## config.mk

```make
export PLATFORM = sky130hd
export DESIGN_NAME = websocket_frame_receiver
export DESIGN_NICKNAME = d
export VERILOG_FILES = /design/src/rtl/core/wsfr_pkg.sv /design/src/rtl/core/websocket_frame_receiver.sv
export SDC_FILE = /design/constraint.sdc
export NUM_CORES = 1
export LEC_CHECK = 0
export BUFFER_PORTS_ARGS = -buffer_cell sky130_fd_sc_hd__buf_2
export CAP_MARGIN = 20
export CORE_AREA = 3 3 143 159
export DETAILED_ROUTE_END_ITERATION = 7
export DIE_AREA = 0 0 146 162
export GPL_TIMING_DRIVEN = 0
export HOLD_SLACK_MARGIN = 0.08
export PLACE_DENSITY = 0.67
export SLEW_MARGIN = 15
export SYNTH_ARGS = -nofsm -noshare
export SYNTH_HDL_FRONTEND = slang
export SYNTH_SLANG_ARGS = --single-unit
```

## constraint.sdc

```tcl
create_clock -name clk -period 5.1 [get_ports clk]
set_input_delay 0.255 -clock clk [delete_from_list [all_inputs] [get_ports clk]]
set_output_delay 0.255 -clock clk [all_outputs]
set_load 0.02 [all_outputs]
```

## src/rtl/core/wsfr_pkg.sv

```systemverilog
// Package for the frame receiver: parser phases, opcodes, event codes and register map.
package wsfr_pkg;

    typedef enum logic [5:0] {
        PH_HDR0 = 6'b000001,
        PH_HDR1 = 6'b000010,
        PH_EXT  = 6'b000100,
        PH_MASK = 6'b001000,
        PH_PAY  = 6'b010000,
        PH_STOP = 6'b100000
    } phase_t;

    localparam logic [3:0] OP_CONT  = 4'h0;
    localparam logic [3:0] OP_TEXT  = 4'h1;
    localparam logic [3:0] OP_CLOSE = 4'h8;
    localparam logic [3:0] OP_PING  = 4'h9;
    localparam logic [3:0] OP_PONG  = 4'ha;

    localparam logic [2:0] EV_NONE      = 3'd0;
    localparam logic [2:0] EV_TEXT_BYTE = 3'd1;
    localparam logic [2:0] EV_TEXT_END  = 3'd2;
    localparam logic [2:0] EV_TEXT_RST  = 3'd3;
    localparam logic [2:0] EV_PING_BYTE = 3'd4;
    localparam logic [2:0] EV_PING_NULL = 3'd5;
    localparam logic [2:0] EV_CLOSE     = 3'd6;
    localparam logic [2:0] EV_TOO_LARGE = 3'd7;

    localparam logic [6:0] LEN_EXT16 = 7'd126;
    localparam logic [6:0] LEN_EXT64 = 7'd127;
    localparam logic [2:0] EXT16_LEFT = 3'd1;
    localparam logic [2:0] EXT64_LEFT = 3'd7;
    localparam logic [2:0] MASK_LEFT  = 3'd3;

    localparam int unsigned ADDR_W = 3;
    localparam logic [ADDR_W-1:0] ADDR_MAX_PAYLOAD = 3'd0;
    localparam logic [31:0] MAX_PAYLOAD_RESET = 32'd8388608;

endpackage

```

## src/rtl/core/websocket_frame_receiver.sv

```systemverilog
// Frame receiver top level: header parser, payload unmasker and result register.
//
// Takes one received byte per transaction and gives at most one result per byte.
// A byte is taken in every cycle in which the input is not stalled: the whole header
// and payload step for a byte is done in the cycle it is accepted, and its result
// lands in a one-entry output register. The input stalls only while that
// register holds a result that the output side is stalling. After a close frame
// or an oversize length every further byte is consumed and ignored until reset.
// max_payload sits at byte address 0 of the APB port.
module websocket_frame_receiver
    import wsfr_pkg::*;
(
    input  logic              clk,
    input  logic              rst_n,
    input  logic              psel,
    input  logic              penable,
    input  logic              pwrite,
    input  logic [ADDR_W-1:0] paddr,
    input  logic [31:0]       pwdata,
    output logic [31:0]       prdata,
    output logic              pready,
    input  logic              in_valid,
    output logic              in_stall,
    input  logic [7:0]        rx_byte,
    output logic              out_valid,
    input  logic              out_stall,
    output logic [2:0]        event_res,
    output logic [7:0]        data,
    output logic              first,
    output logic              last
);

    logic [31:0] max_payload_reg;
    phase_t      phase_reg, phase_next;
    logic [2:0]  ext_left_reg, ext_left_next;
    logic        frame_final_reg, frame_final_next;
    logic [3:0]  frame_kind_reg, frame_kind_next;
    logic        has_mask_reg, has_mask_next;
    logic [63:0] length_left_reg, length_left_next;
    logic [31:0] mask_key_reg, mask_key_next;
    logic [1:0]  mask_phase_reg, mask_phase_next;
    logic [3:0]  msg_kind_reg, msg_kind_next;
    logic        msg_has_reg, msg_has_next;

    logic        out_valid_reg, out_valid_next;
    logic [2:0]  event_reg, event_next;
    logic [7:0]  data_reg, data_next;
    logic        first_reg, first_next;
    logic        last_reg, last_next;

    logic        in_accept;
    logic        out_accept;
    logic        emit;
    logic [2:0]  ev;
    logic [7:0]  ev_data;
    logic        ev_first;
    logic        ev_last;
    logic        do_len_known;
    logic        do_hdr_done;
    logic [63:0] len_val;
    logic        len_empty;
    logic [3:0]  kind_eff;
    logic        has_eff;
    logic [7:0]  key_byte;
    logic [7:0]  pay_data;
    logic [63:0] len_dec;
    logic        pay_end;

    assign pready     = 1'b1;
    assign prdata     = (paddr == ADDR_MAX_PAYLOAD) ? max_payload_reg : 32'd0;
    assign in_stall   = out_valid_reg && out_stall;
    assign in_accept  = in_valid && !in_stall;
    assign out_accept = out_valid_reg && !out_stall;
    assign out_valid  = out_valid_reg;
    assign event_res  = event_reg;
    assign data       = data_reg;
    assign first      = first_reg;
    assign last       = last_reg;

    always_comb
    begin
        unique case (mask_phase_reg)
            2'd0:    key_byte = mask_key_reg[31:24];
            2'd1:    key_byte = mask_key_reg[23:16];
            2'd2:    key_byte = mask_key_reg[15:8];
            default: key_byte = mask_key_reg[7:0];
        endcase
    end

    assign pay_data = has_mask_reg ? (rx_byte ^ key_byte) : rx_byte;
    assign len_dec  = length_left_reg - 64'd1;
    assign pay_end  = (length_left_reg == 64'd1);

    always_comb
    begin
        phase_next       = phase_reg;
        ext_left_next    = ext_left_reg;
        frame_final_next = frame_final_reg;
        frame_kind_next  = frame_kind_reg;
        has_mask_next    = has_mask_reg;
        length_left_next = length_left_reg;
        mask_key_next    = mask_key_reg;
        mask_phase_next  = mask_phase_reg;
        msg_kind_next    = msg_kind_reg;
        msg_has_next     = msg_has_reg;
        emit             = 1'b0;
        ev               = EV_NONE;
        ev_data          = 8'd0;
        ev_first         = 1'b0;
        ev_last          = 1'b0;
        do_len_known     = 1'b0;
        do_hdr_done      = 1'b0;
        len_val          = length_left_reg;
        len_empty        = 1'b0;
        kind_eff         = msg_kind_reg;
        has_eff          = msg_has_reg;

        unique case (phase_reg)
            PH_HDR0:
            begin
                frame_final_next = rx_byte[7];
                frame_kind_next  = rx_byte[3:0];
                phase_next       = PH_HDR1;
            end
            PH_HDR1:
            begin
                has_mask_next    = rx_byte[7];
                length_left_next = 64'd0;
                if (rx_byte[6:0] == LEN_EXT16)
                begin
                    ext_left_next = EXT16_LEFT;
                    phase_next    = PH_EXT;
                end
                else if (rx_byte[6:0] == LEN_EXT64)
                begin
                    ext_left_next = EXT64_LEFT;
                    phase_next    = PH_EXT;
                end
                else
                begin
                    len_val          = {57'd0, rx_byte[6:0]};
                    length_left_next = len_val;
                    do_len_known     = 1'b1;
                end
            end
            PH_EXT:
            begin
                len_val          = {length_left_reg[55:0], rx_byte};
                length_left_next = len_val;
                if (ext_left_reg == 3'd0)
                    do_len_known = 1'b1;
                else
                    ext_left_next = ext_left_reg - 3'd1;
            end
            PH_MASK:
            begin
                mask_key_next = {mask_key_reg[23:0], rx_byte};
                if (ext_left_reg == 3'd0)
                    do_hdr_done = 1'b1;
                else
                    ext_left_next = ext_left_reg - 3'd1;
            end
            PH_PAY:
            begin
                mask_phase_next  = mask_phase_reg + 2'd1;
                length_left_next = len_dec;
                if (pay_end)
                    phase_next = PH_HDR0;
                if (frame_kind_reg == OP_CLOSE)
                begin
                    if (pay_end)
                    begin
                        phase_next = PH_STOP;
                        emit       = 1'b1;
                        ev         = EV_CLOSE;
                    end
                end
                else if (frame_kind_reg == OP_PING)
                begin
                    emit    = 1'b1;
                    ev      = EV_PING_BYTE;
                    ev_data = pay_data;
                    ev_last = pay_end;
                end
                else if (frame_kind_reg == OP_PONG)
                begin
                    emit = 1'b0;
                end
                else if (msg_kind_reg == OP_TEXT)
                begin
                    emit         = 1'b1;
                    ev           = EV_TEXT_BYTE;
                    ev_data      = pay_data;
                    ev_first     = !msg_has_reg;
                    ev_last      = pay_end && frame_final_reg;
                    msg_has_next = !(pay_end && frame_final_reg);
                end
            end
            PH_STOP:
            begin
                phase_next = PH_STOP;
            end
            default:
            begin
                phase_next = PH_STOP;
            end
        endcase

        if (do_len_known)
        begin
            if (len_val > {32'd0, max_payload_reg})
            begin
                phase_next = PH_STOP;
                emit       = 1'b1;
                ev         = EV_TOO_LARGE;
            end
            else if (has_mask_next)
            begin
                phase_next    = PH_MASK;
                ext_left_next = MASK_LEFT;
                mask_key_next = 32'd0;
            end
            else
            begin
                do_hdr_done = 1'b1;
            end
        end

        if (do_hdr_done)
        begin
            len_empty       = (len_val == 64'd0);
            mask_phase_next = 2'd0;
            phase_next      = len_empty ? PH_HDR0 : PH_PAY;
            if (frame_kind_reg == OP_CLOSE)
            begin
                if (len_empty)
                begin
                    phase_next = PH_STOP;
                    emit       = 1'b1;
                    ev         = EV_CLOSE;
                end
            end
            else if (frame_kind_reg == OP_PING)
            begin
                if (len_empty)
                begin
                    emit = 1'b1;
                    ev   = EV_PING_NULL;
                end
            end
            else if (frame_kind_reg != OP_PONG)
            begin
                if (frame_kind_reg != OP_CONT)
                begin
                    msg_kind_next = frame_kind_reg;
                    kind_eff      = frame_kind_reg;
                    if (frame_kind_reg == OP_TEXT)
                        has_eff = 1'b0;
                end
                if (frame_kind_reg != OP_CONT && frame_kind_reg != OP_TEXT && msg_has_reg)
                begin
                    msg_has_next = 1'b0;
                    emit         = 1'b1;
                    ev           = EV_TEXT_RST;
                end
                else
                begin
                    msg_has_next = has_eff;
                    if (kind_eff == OP_TEXT && len_empty && frame_final_reg)
                    begin
                        msg_has_next = 1'b0;
                        emit         = 1'b1;
                        ev           = EV_TEXT_END;
                        ev_first     = !has_eff;
                    end
                end
            end
        end
    end

    always_comb
    begin
        out_valid_next = out_valid_reg;
        event_next     = event_reg;
        data_next      = data_reg;
        first_next     = first_reg;
        last_next      = last_reg;
        if (out_accept)
            out_valid_next = 1'b0;
        if (in_accept && emit)
        begin
            out_valid_next = 1'b1;
            event_next     = ev;
            data_next      = ev_data;
            first_next     = ev_first;
            last_next      = ev_last;
        end
    end

    always_ff @(posedge clk or negedge rst_n)
    begin
        if (!rst_n)
        begin
            max_payload_reg <= MAX_PAYLOAD_RESET;
        end
        else if (psel && penable && pwrite && pready && paddr == ADDR_MAX_PAYLOAD)
        begin
            max_payload_reg <= pwdata;
        end
    end

    always_ff @(posedge clk or negedge rst_n)
    begin
        if (!rst_n)
        begin
            phase_reg       <= PH_HDR0;
            ext_left_reg    <= 3'd0;
            frame_final_reg <= 1'b0;
            frame_kind_reg  <= OP_CONT;
            has_mask_reg    <= 1'b0;
            length_left_reg <= 64'd0;
            mask_key_reg    <= 32'd0;
            mask_phase_reg  <= 2'd0;
            msg_kind_reg    <= OP_CONT;
            msg_has_reg     <= 1'b0;
            out_valid_reg   <= 1'b0;
        end
        else
        begin
            out_valid_reg <= out_valid_next;
            if (in_accept)
            begin
                phase_reg       <= phase_next;
                ext_left_reg    <= ext_left_next;
                frame_final_reg <= frame_final_next;
                frame_kind_reg  <= frame_kind_next;
                has_mask_reg    <= has_mask_next;
                length_left_reg <= length_left_next;
                mask_key_reg    <= mask_key_next;
                mask_phase_reg  <= mask_phase_next;
                msg_kind_reg    <= msg_kind_next;
                msg_has_reg     <= msg_has_next;
            end
        end
    end

    always_ff @(posedge clk)
    begin
        event_reg <= event_next;
        data_reg  <= data_next;
        first_reg <= first_next;
        last_reg  <= last_next;
    end

    a_stop_holds: assert property (@(posedge clk) disable iff (!rst_n)
        phase_reg == PH_STOP |=> phase_reg == PH_STOP)
        else $error("parser left the stopped phase");

    a_stall_only_full: assert property (@(posedge clk) disable iff (!rst_n)
        in_stall |-> out_valid_reg)
        else $error("input stalled with an empty result register");

    a_first_text_only: assert property (@(posedge clk) disable iff (!rst_n)
        out_valid_reg && first_reg |->
            (event_reg == EV_TEXT_BYTE || event_reg == EV_TEXT_END))
        else $error("first mark on a non-text event");

    a_terminal_stops: assert property (@(posedge clk) disable iff (!rst_n)
        out_valid_reg && (event_reg == EV_CLOSE || event_reg == EV_TOO_LARGE)
            |-> phase_reg == PH_STOP)
        else $error("terminal event without a stopped parser");

endmodule
```

* Word level (Yosys, flattened, before mapping) *
Cells that the tools add are included.

word-level totals
  register bits = 164
  input port bits = 50
  output and inout port bits = 48
  logic and storage cells = 189

operators by class
  add/subtract/negate cells = 3
  order comparisons = 1
  eq/ne operators = 18
  muxes and demuxes = 116
  bitwise logic cells = 4
  reduce and logical (&&, ||, !) cells = 31

operators by type and width
  cell                   number
  $pmux 64 s3            1
  $mux 32                5
  $mux 64                2
  $pmux 64 s2            1
  $mux 6                 11
  $eq 64x1->1 const B    1
  $gt 64x32->1           1
  $logic_not 64->1       1
  $sub 64x1->64 const B  1
  $mux 3                 20
  $mux 1                 58
  $mux 8                 4
  $pmux 6 s4             1
  $pmux 8 s3             1
  $mux 4                 5
  $eq 7x7->1 const B     2
  $mux 7                 2
  $eq 4x1->1 const B     3
  $eq 4x4->1 const B     3
  $logic_and 1x1->1      12
  $xor 8x8->8            1
  $eq 6x1->1 const B     1
  $eq 6x2->1 const B     1
  $eq 6x3->1 const B     1
  other kinds (22)       34

* Logic depth before layout (Yosys ltp) *
  depth in word-level cells = 19
  mapped depth = 17

* Worst setup path after synthesis *
No wires, ideal clock.

  path kind = reg2reg
  from = register phase_reg[3]
  to = register data_reg[0] (netlist: data[0]), enable pin
  arrival = 4.114 ns
  data required time = 4.748 ns
  setup slack = 0.635 ns
  cell stages (with the launch flop) = 16
  buffers on the path = 1
  cell sequence = dfrtp_1 -> or4_4 -> or4_4 -> o21ai_4 -> clkbuf_1 -> a22o_1 -> ha_1 -> a21oi_1 -> nand2_1 -> a221o_1 -> a221o_1 -> a31oi_2 -> nand4_2 -> nand2_2 -> and3_1 -> a21o_1

between the ends
  longest elaborated chain between the ends = 12

RTL lines
  what                                              line                                                              text
  start: declaration                                websocket_frame_receiver.sv:34                                    phase_t phase_reg, phase_next;
  start signal: assignment                          websocket_frame_receiver.sv:333                                   phase_reg <= phase_next;
  $eq 6x3->1 or $eq 6x2->1 (tied branches)          websocket_frame_receiver.sv:118                                   unique case (phase_reg)
  $pmux 64 s2                                       websocket_frame_receiver.sv:118
  $gt 64x32->1 or $logic_not 64->1 (tied branches)  websocket_frame_receiver.sv:211, websocket_frame_receiver.sv:231
  $mux 1 or $logic_and 1x1->1 (tied branches)       websocket_frame_receiver.sv:211, websocket_frame_receiver.sv:269
  $mux 1 or $logic_and 1x1->1 (tied branches)       websocket_frame_receiver.sv:209, websocket_frame_receiver.sv:269
  $mux 1                                            websocket_frame_receiver.sv:269                                   if (kind_eff == OP_TEXT && len_empty && frame_final_reg)
  $mux 1                                            websocket_frame_receiver.sv:260                                   if (frame_kind_reg != OP_CONT && frame_kind_reg != OP_TEXT && msg_has_reg)
  $mux 1                                            websocket_frame_receiver.sv:251                                   else if (frame_kind_reg != OP_PONG)
  $mux 1                                            websocket_frame_receiver.sv:243                                   else if (frame_kind_reg == OP_PING)
  $mux 1                                            websocket_frame_receiver.sv:234                                   if (frame_kind_reg == OP_CLOSE)
  $mux 1 (*)                                        websocket_frame_receiver.sv:229                                   if (do_hdr_done)
  $logic_and 1x1->1 (*)                             websocket_frame_receiver.sv:290                                   if (in_accept && emit)
  end signal: assignment                            websocket_frame_receiver.sv:350                                   data_reg <= data_next;
  end: declaration                                  websocket_frame_receiver.sv:47                                    logic [7:0] data_reg, data_next;

Mark *: on every way between the ends. The rest lies on a longest branch, timed or not.
A chain may end at the register's enable or synchronous reset.

* Worst setup path in the final report *
  from = register phase_reg[3]
  to = register event_reg[0] (netlist: event_res[0]), enable pin

between the ends
  longest elaborated chain between the ends = 12

RTL lines
  what                                              line                                                              text
  $eq 6x3->1 or $eq 6x2->1 (tied branches)          websocket_frame_receiver.sv:118
  $pmux 64 s2                                       websocket_frame_receiver.sv:118
  $gt 64x32->1 or $logic_not 64->1 (tied branches)  websocket_frame_receiver.sv:211, websocket_frame_receiver.sv:231
  $mux 1 or $logic_and 1x1->1 (tied branches)       websocket_frame_receiver.sv:211, websocket_frame_receiver.sv:269
  $mux 1 or $logic_and 1x1->1 (tied branches)       websocket_frame_receiver.sv:209, websocket_frame_receiver.sv:269
  $mux 1                                            websocket_frame_receiver.sv:269
  $mux 1                                            websocket_frame_receiver.sv:260
  $mux 1                                            websocket_frame_receiver.sv:251
  $mux 1                                            websocket_frame_receiver.sv:243
  $mux 1                                            websocket_frame_receiver.sv:234
  $mux 1 (*)                                        websocket_frame_receiver.sv:229
  $logic_and 1x1->1 (*)                             websocket_frame_receiver.sv:290
  end signal: assignment                            websocket_frame_receiver.sv:349                                   event_reg <= event_next;
  end: declaration                                  websocket_frame_receiver.sv:46                                    logic [2:0] event_reg, event_next;

Marked as above.

==> results.md <==
- Max reg flops: 64
- Initial core utilization: 48.54%
- # clock sinks: 164
- Run status: completed
- Origin of the worst setup path: phase_reg[3]$_DFFE_PN0P_
- Crit-path cells: or4_4 -> or4_4 -> o21ai_4 -> clkbuf_2 -> nand2_1 -> o21ai_0 -> ha_1 -> a21oi_1 -> o21ai_0 -> a221o_1 -> a221o_1 -> a31oi_2 -> nand4_2 -> nand2_2 -> and3_1 -> a21o_4
- First-pass GRT wire length: between 50000 and 60000 um
- Max Cap Viol: 0
- Syn Nets: approximately 1300
- Slew headroom: between 20 and 30%
- Final WS setup: roughly 250 ps
- Stages on worst setup path: 16
- Yosys cell types: 80
- Dpl hpwl: between 20000 and 25000 um
- CP Launch Type: register
- CTS tree: yes
- CP required: 5240 ps
- Routed vias/inst: between 6 and 7
- Share of post-route cells with drive strength above 1: between 10 and 15%
- Worst setup EP type: register
- Crit-path slowest cell: or4_4
- Main flop type after synthesis: dfrtp_1
- Fin crit period: between 4000 and 5000 ps
- Final Non-Filler Cells: 1665
- Die Wd: approximately 150 um
- P&R area growth vs syn: 17.92%
- Antenna Violating Nets Remaining: 0
- Setup bufs post-CTS: 0
- Core Box Area: 0.02123 mm^2
- Syn Std Cell Area: 0.01030 mm^2
- Largest net degree at the start of global routing: 80
- RSZ-0062 raised after global routing: no
- Post-place setup slack: -147.0 ps
- Leading area contributor after synthesis: dfrtp_1
- Period utilization: a little over nine tenths
- Worst-skew pair later-pin latency: approximately 460 ps
- PD cells: 276.1 mW/mm^2
- Worst Path Arrival: approximately 5000 ps
- Clk pin slew, worst setup/hold paths: 80 ps
- Syn Area/Cell: roughly 8.5 um^2
- Drt total wl: ~35000 um
- Post-synthesis sequential element count: 164
- Wire length per cell: approximately 21 um
- Slew at the pin closest to its max-slew limit: between 1000 and 1500 ps
- RR Startpoint: phase_reg[3]$_DFFE_PN0P_
- H-tree levels: 4
- Hold Path Class: in -> reg
- Root Buffer: clkbuf_16
- Via count: just over 10000
- Final nets: approximately 1500
- Rows: 56
- Worst Hold End: out_valid$_DFFE_PN0P_
- Worst reg-to-reg path cell count: 16
- Drt first pass iters: 6
- Die Area: roughly 0.024 mm^2
- RR Endpoint: event_res[0]$_DFFE_PP_
- Post-synth top area share: 36.18%
- I/O pin cnt: 98
- DP Cell Count: around 1600
- Final number of setup-violating endpoints: 0
- Critical path fanouts, max: 13
- Yosys warning count: 0
- Final hold vios: 0
- R2r setup slk: roughly 250 ps
- Fmax: between 200 and 250 MHz
- Worst setup path class: reg -> reg
- CTS Buf Count: 17
- WHS Path Cells: 4
- Antenna diode count: 0
- Gr usage total: between 20% and 30%
- Maximum VDD drop: between 0.0002 and 0.00025 V
- Number of port buffers: 94
- Vert. Die Dim: roughly 160 um
- EDFF count, synth: 13
- Initial antenna violation count: 0
- Commonest cells after routing, fill and taps aside: o21ai_0 (158), dfrtp_1 (149), nand2_1 (142)
- Residual DRC count: 0
- Vias in the first global route: around 10000
- Worst path top cell family by delay: simple AND/OR/NAND/NOR gates
- Synth area leaders: dfrtp_1 (36%), o21ai_0 (7.7%), nand2_1 (5.2%)
- Mapped Cells: approximately 1200
- WP buf/inv: 1
- Routability Congestion: 0.9672
- Commonest non-fill, non-tap cell in the layout: o21ai_0
- Final Skew: approximately 19 ps
- Grt ovf: 0
- Sequential element share of the synthesized area: around two fifths
- P_leak: 0.005393 uW
- Max Slew Vio Count: 0
- Fillers: approximately 1900
- Clock buffer depth: 2
- Min-delay src: out_stall
- Async set-or-reset flop fraction in the synthesized netlist: 92.07%
- Max incr delay on CP: roughly 600 ps
- Starting DRT DRC Count: between 1000 and 1500
tightest hold or removal path: cells and delay by family:
kind,cells,cell delay (ps)
and+or+nand+nor,1,60
buffers and inverters,2,140
AOI/OAI and AO/OA,1,90
metrics by stage:
step	instance area [um^2]	hold slack, ps	total power, uW	util, %	TNS [ps]
5_1_grt	12150	178.0	3496	57.24	0
4_1_cts	12130	129.9	3361	57.15	0
3_5_place_dp	11180	246.4	2002	52.64	-1899
6_report	12150	128.3	3355	57.24	0
2_1_floorplan	10300	-40.59	1813	-	0
3_3_place_gp	11140	458.5	1983	52.46	-1395
cell usage after synthesis (all sizes together) (6+ instances only):
library cell / instances
nor4: 23
or3: 12
nor2: 99
or4: 8
nand2b: 7
a222oi: 8
and4: 6
and3: 8
o21ai: 165
ha: 40
inv: 57
nand4: 13
nand2: 144
a21o: 7
xor2: 8
mux2: 7
edfxtp: 13
a31oi: 11
nor3: 39
a21oi: 85
a22o: 50
nand3: 28
a22oi: 19
clkbuf: 65
buf: 14
or2: 9
a32oi: 14
and2: 35
dfrtp: 149
o22ai: 13
area by class of cell:
cell class / count / area, um^2 / share of cell area, %
multi-input cells: 914 / 5593 / 46.03
flip-flops and latches: 164 / 4172 / 34.33
repair buffers: 129 / 848.3 / 6.981
clock buffers: 17 / 425.4 / 3.501
well taps: 290 / 362.8 / 2.986
plain buffers: 79 / 345.3 / 2.842
inverters: 57 / 214.0 / 1.761
clock inverters: 15 / 191.4 / 1.575
per-layer routing:
metal	GRT usage (%)	part of all wire, %	wire [um]	vias up
li1	-	-	-	4760
met1	38.74	42	14540	4945
met2	47.49	46	16100	520
met3	5.190	8.5	2931	92
met4	10.91	3.1	1064	0
met5	0	0	0	-
worst max-delay path by stage:
stage	endpoint	slack, ps
CTS	event_res[0]$_DFFE_PP_	3
detailed placement	data[3]$_SDFFCE_PP0P_	-150
global placement	data[5]$_SDFFCE_PP0P_	-110
finish	event_res[0]$_DFFE_PP_	250
floorplan	data[0]$_SDFFCE_PP0P_	630
global route	event_res[0]$_DFFE_PP_	80
logic make-up after synthesis:
group                    count (synthesis)  share of synthesized area [%]
AO/OA/AOI/OAI                          411                          25.40
buffers and inverters                  136                          5.379
AND/OR/NAND/NOR                        445                          22.21
multiplexers                             9                         0.9592
XOR/XNOR                                 8                         0.6800
adder cells (fa/ha/maj)                 40                          4.857
other                                    1                        0.03639
flip-flops                             164                          40.48
where the power goes:
part | leakage, uW | internal (uW) | switching (uW)
clock | 0.000301 | 675 | 668
sequential | 0.00208 | 1410 | 83.2
combinational | 0.00302 | 195 | 327
timing repair:
item,in CTS,in global routing
gates cloned,0,0
resized for setup,1,9
hold buffers,34,0
setup endpoints to repair,13,51
endpoints found under the hold margin,105,0
pin swaps,0,0
No activity file was read; power rests on OpenSTA's default activity.
